[config.mk]
export PLATFORM = sky130hd
export DESIGN_NAME = sedm_mix
export DESIGN_NICKNAME = d
export VERILOG_FILES = /design/src/sv/sedm_pkg.sv /design/src/sv/sedm_mix.sv
export SDC_FILE = /design/constraint.sdc
export NUM_CORES = 1
export LEC_CHECK = 0
export ABC_AREA = 1
export BUFFER_PORTS_ARGS = -buffer_cell sky130_fd_sc_hd__buf_2
export CORE_UTILIZATION = 25
export DETAILED_ROUTE_END_ITERATION = 6
export PLACE_DENSITY = 0.48
export RECOVER_POWER = 25
export SETUP_SLACK_MARGIN = 0.1
export SLEW_MARGIN = 0
export SYNTH_ARGS = -nofsm -noshare
export SYNTH_HDL_FRONTEND = slang
export SYNTH_SLANG_ARGS = --single-unit
[constraint.sdc]
create_clock -name clk -period 20.7 [get_ports clk]
set_clock_uncertainty 0.05 [all_clocks]
set_input_delay 4.14 -clock clk [delete_from_list [all_inputs] [get_ports clk]]
set_output_delay 4.14 -clock clk [all_outputs]
set_load 0.03 [all_outputs]
[src/sv/sedm_pkg.sv]
package sedm_pkg;

  // Register file layout
  localparam int CFG_IDX_W  = 2;
  localparam int CFG_DATA_W = 17;
  localparam int DELAY_W    = 17;
  localparam int GAIN_W     = 17;

  localparam logic [CFG_IDX_W-1:0] REG_DELAY  = 2'd0;
  localparam logic [CFG_IDX_W-1:0] REG_GAIN   = 2'd1;
  localparam logic [CFG_IDX_W-1:0] REG_STEREO = 2'd2;

  localparam logic [DELAY_W-1:0] DELAY_RST = 17'd5000;
  localparam logic [GAIN_W-1:0]  GAIN_RST  = 17'd32768;
  localparam logic [GAIN_W-1:0]  GAIN_ONE  = 17'd65536;

  // Gain fraction bits
  localparam int FRAC_BITS = 16;

  // Pipeline control handed to each channel's mixer
  typedef struct packed {
    logic adv;     // pipeline advances this cycle
    logic active;  // echo tap is valid for the item in stage 1
  } sedm_mix_ctl_t;

endpackage

[src/sv/sedm_mix.sv]
module sedm_mix
  import sedm_pkg::*;
#(
  parameter int SAMPLE_BITS = 16
) (
  input  logic                          clk,
  input  sedm_mix_ctl_t                 ctl,
  input  logic [GAIN_W-1:0]             gain,
  input  logic signed [SAMPLE_BITS-1:0] cur,
  input  logic signed [SAMPLE_BITS-1:0] past,
  output logic signed [SAMPLE_BITS-1:0] y
);

  localparam int SW = SAMPLE_BITS + 18;

  localparam logic signed [SW-1:0] SAT_HI =
    {{(SW-SAMPLE_BITS+1){1'b0}}, {(SAMPLE_BITS-1){1'b1}}};
  localparam logic signed [SW-1:0] SAT_LO =
    {{(SW-SAMPLE_BITS+1){1'b1}}, {(SAMPLE_BITS-1){1'b0}}};

  logic signed [SW-1:0]          prod_nxt;
  logic signed [SW-1:0]          prod_r;
  logic signed [SAMPLE_BITS-1:0] cur_r;
  logic                          active_r;
  logic signed [SW-1:0]          sum;
  logic signed [SW-1:0]          quo;
  logic                          frac_nz;
  logic signed [SW-1:0]          quo_adj;
  logic signed [SAMPLE_BITS-1:0] y_nxt;
  logic signed [SAMPLE_BITS-1:0] y_r;

  // gain is unsigned: give it a zero sign bit
  assign prod_nxt = $signed({1'b0, gain}) * past;

  always_ff @(posedge clk) begin
    if (ctl.adv) begin
      prod_r   <= prod_nxt;
      cur_r    <= cur;
      active_r <= ctl.active;
    end
  end

  // cur * 2^16 + g * past, then divide by 2^16 truncating toward zero
  assign sum     = $signed({{2{cur_r[SAMPLE_BITS-1]}}, cur_r, {FRAC_BITS{1'b0}}}) + prod_r;
  assign quo     = sum >>> FRAC_BITS;
  assign frac_nz = (sum[FRAC_BITS-1:0] != '0);
  assign quo_adj = quo + $signed({{(SW-1){1'b0}}, sum[SW-1] & frac_nz});

  always_comb begin
    if (!active_r) begin
      y_nxt = cur_r;
    end else if (quo_adj > SAT_HI) begin
      y_nxt = SAT_HI[SAMPLE_BITS-1:0];
    end else if (quo_adj < SAT_LO) begin
      y_nxt = SAT_LO[SAMPLE_BITS-1:0];
    end else begin
      y_nxt = quo_adj[SAMPLE_BITS-1:0];
    end
  end

  always_ff @(posedge clk) begin
    if (ctl.adv) begin
      y_r <= y_nxt;
    end
  end

  assign y = y_r;

endmodule

# Word-level counts from Yosys, hierarchy flattened
# Index checks and enable logic that the tools add are counted.
[classes]
addsub = 2
mul = 1
div = 0
magnitude_cmp = 2
eq_ne = 0
n_shift = 0
mux = 3
bitwise_logic = 1
reduce_logical = 1
[op_table]
columns = ["operator", "count"]
rows = [
  ["two-way mux 16 bit", 3],
  ["adder 32 x 34 -> 34 bit", 1],
  ["multiplier 18 x 16 -> 34 bit", 1],
  ["adder 18 x 2 -> 19 bit", 1],
  ["> comparator 19 x 16 -> 1 bit (second input constant)", 1],
  ["< comparator 19 x 16 -> 1 bit (second input constant)", 1],
  ["nonzero test 16 bit", 1],
  ["bitwise AND 1 bit", 1],
]
[totals]
reg_bits = 67
latch_bits = 0
ramBits = 0
rom_bits = 0
input_bits = 52
out_inout_bits = 16
word_cells = 14
n_memories = 0

# Logic depth before layout (Yosys ltp)
[depth]
ltp_word = 8
ltp_mapped = 29
mapped_depth_nobuf = 27

# Worst setup path after synthesis
# Ideal clock, no wire load.
[synth_timing]
path_type = "input -> register"
start = "input past[7]"
end = "register prod_r[29], data pin"
arrival_time_ps = 9633
setup_slack_ps = 10759
path_stages = 27
n_path_buf = 2
cell_sequence = "clkbuf_1 > clkbuf_1 > nand2_1 > fa_1 > inv_1 > fa_1 > inv_1 > fa_1 > inv_1 > fa_1 > fa_1 > inv_1 > fa_1 > inv_1 > ha_1 > a21oi_1 > a21boi_0 > nand2_1 > o21bai_1 > a21oi_1 > inv_1 > nand2_1 > nand2_1 > a21boi_0 > o21ai_0 > nand2_1 > nand2_1"
[synth_between]
elab_chain_cells = 1
[synth_rtl]
columns = ["element", "line_no", "rtl"]
rows = [
  ["start: declaration", "sedm_mix.sv:10", "input logic signed [SAMPLE_BITS-1:0] past,"],
  ["multiplier 18 x 16 -> 34 bit", "sedm_mix.sv:33", "assign prod_nxt = $signed({1'b0, gain}) * past;"],
  ["via prod_nxt[29]", "sedm_mix.sv:21", "logic signed [SW-1:0] prod_nxt;"],
  ["end signal: assignment", "sedm_mix.sv:37", "prod_r <= prod_nxt;"],
  ["end: declaration", "sedm_mix.sv:22", "logic signed [SW-1:0] prod_r;"],
]
# The timed path passes the listed nets, and every way through them passes these cells.
# A chain may end at the register's enable or synchronous reset.

# Worst setup path in the final report
# Ends and elaborated chain as after synthesis.

==> metrics.csv <==
metric,value,unit
Hold Worst Slack,0.605,ns
Vert. Die Dim,236,um
H-tree lvl count,3,
cts bufs inserted,9,
Pins Over Slew Limit,68,
I/O pin count,68,
Mapped Area,0.0136,sq mm
share of layout cells above drive strength 1,0.0859,
grt ovf,0,
Area contributors post-synth,"fa_1, edfxtp_1, ha_1",
count of final hold-check violations,0,
"Worst Setup Slack, final",10.87,ns
"most common cell after layout, fill and taps aside",inv_1,
CP Data Arrival Time,9.88,ns
hold buffers post-CTS,0,
Post-CTS Resized,0,
RSZ-0062 raised after global routing,no,
Reg-to-Reg Start,cur_r[9],
Cells after Synth,1710,
ys async rst share,0,
Synth-to-Final Area Change,9.22,%
Rel. slew slack,-1.44,
failing checks,"capacitance limit, slew limit",
GRT Overall Usage,0.128,
r2r setup slk,15.97,ns
most frequent cells in the layout,"inv_1, nand2_1, fa_1",
first-pass GRT wire length,56100,um
Syn. warnings,0,
CP max FO,17,
net count after synthesis,2114,
Yosys reg bits,67,
post-route ant nets,0,
nets,2134,
"Top FF cell, synth",edfxtp_1,
Fmax,0.102,GHz
initial core utilization,0.253,
biggest area consumer among synthesized cells,fa_1,
pre-CTS setup slack,10.53,ns
clk_lat worst skew,0.35,ns
post-synth top area share,0.307,
routing usage on met1,0.178,
Finished Cell Area,0.0149,sq mm
Netlist cell types,46,
number of synthesized flops with an enable pin,67,
fin crit share,0.475,
startpoint types,input port,
crit path launch,past[7],
run status,"complete, but fails checks",
M3 GR Usage,0.0178,
fill count,5848,
drt via density,4.25,
Clock Pin Slew Worst Setup and Hold Paths,0.06,ns
vias in the first global route,10600,
worst reg-to-reg path cell count,24,
WL final,34800,um
CTS tree,done,
clk sink count,67,
CTS Buffer Depth,2,
CP required,20.74,ns
Worst Tran Pin Value,3.67,ns
core area,0.0539,sq mm
largest net degree at the start of global routing,68,
IO buf count,67,
Final min period,9.83,ns
crit end category,flip-flop,
HPWL Detailed,28500,um
DR pass1 iterations,4,
Clock Tree Root,clkbuf_16,
Setup crit end,prod_r[29],
critical path type,in2reg,
Most Crowded Layer GR,met2,
initial antenna violation count,0,
r2r endpoint,y[0],
DRC Markers,0,
# rows,85,
number of setup buffers added after CTS,0,
Final setup violation count,0,
Die Footprint,0.0555,sq mm
Die Width,236,um
Hold Path Class,reg2reg,
Setup TNS,0,ns
Max Cap Violations,1,
via count,10300,
dpl cell area,0.0146,sq mm
# diodes,0,
GPL Wtd Cong,0.844,
syn_area_per_cell,7.98,sq um
GR Util met2,0.209,
drt initial violations,548,
sequential share of the synthesized area,0.147,
wire length per cell,14.3,um
sequential cells by signal (all words and copies together), names as in the netlist:
register / count
active_r: 1
cur_r: 16
prod_r: 34
y: 16
cell usage after synthesis, types with 2 or more instances:
cell type,count
nand2_1,443
a21oi_1,47
o21bai_1,6
buf_6,2
nor2_2,3
o211ai_1,3
xor2_1,27
and2_1,3
nor2_4,6
nand4_1,13
nor3_1,4
nand2_2,20
fa_1,209
a21oi_2,10
inv_2,8
xnor2_1,14
inv_1,456
edfxtp_1,67
ha_1,143
nand3_2,6
o21ai_0,14
nor4_1,5
a21o_1,5
a21boi_0,2
or2_2,9
a31oi_1,4
nand3_1,44
nor2_1,63
clkbuf_1,55
o21a_1,3
cell type report:
class	instances	area (sq um)	area share
flip-flops and latches	67	2010	0.135
clock inverters	6	88.8	0.00596
clock buffers	10	229	0.0154
inverters	465	1750	0.117
well taps	696	871	0.0584
repair buffers	70	353	0.0237
multi-input cells	1117	9600	0.644
critical path, stage by stage:
cell	delay (ns)
buf_2	0.32
nand2_1	0.14
fa_1	0.55
inv_1	0.05
fa_1	0.50
inv_1	0.06
fa_1	0.53
inv_1	0.05
fa_1	0.45
fa_1	0.50
inv_1	0.05
fa_1	0.48
inv_1	0.04
ha_1	0.32
a21oi_1	0.15
a21boi_0	0.19
nand2_1	0.06
o21bai_1	0.20
a21oi_1	0.26
inv_1	0.11
nand2_1	0.07
nand2_1	0.07
a21boi_0	0.32
o21ai_0	0.13
nand2_1	0.07
nand2_1	0.05
cell families (layout without fill, tap and decap cells):
| family | after synthesis | after routing | synth area share |
|---|---|---|---|
| simple gates | 623 | 623 | 0.194 |
| buf+inv | 526 | 551 | 0.148 |
| fa+ha+maj | 352 | 352 | 0.438 |
| compound gates | 100 | 100 | 0.0454 |
| flops | 67 | 67 | 0.147 |
| xor+xnor | 41 | 41 | 0.0263 |
| mux | 1 | 1 | 0.000825 |
how the worst min path moves through the flow:
stage	start	to	slack, ns	depth (start not counted)
5_1_grt	cur_r[13]	y[13]	0.66	2
3_5_place_dp	cur_r[0]	y[0]	0.57	2
3_3_place_gp	cur_r[0]	y[0]	0.56	2
6_report	cur_r[0]	y[0]	0.60	2
4_1_cts	cur_r[0]	y[0]	0.63	2
2_1_floorplan	cur_r[10]	y[10]	0.51	2
per-layer routing:
layer | share of wire | vias up
met4 | 0.015 | 0
met2 | 0.46 | 201
met5 | 0 | -
li1 | - | 5089
met3 | 0.041 | 25
met1 | 0.49 | 5007
metrics by stage:
stage	std cells	util
global placement	2415	0.271
global route	2431	0.276
CTS	2431	0.277
finish	2431	0.276
floorplan	1710	-
detailed placement	2415	0.271
Power is not shown: default switching activity piles up to over one toggle a cycle in this logic, so the estimate is an artifact.
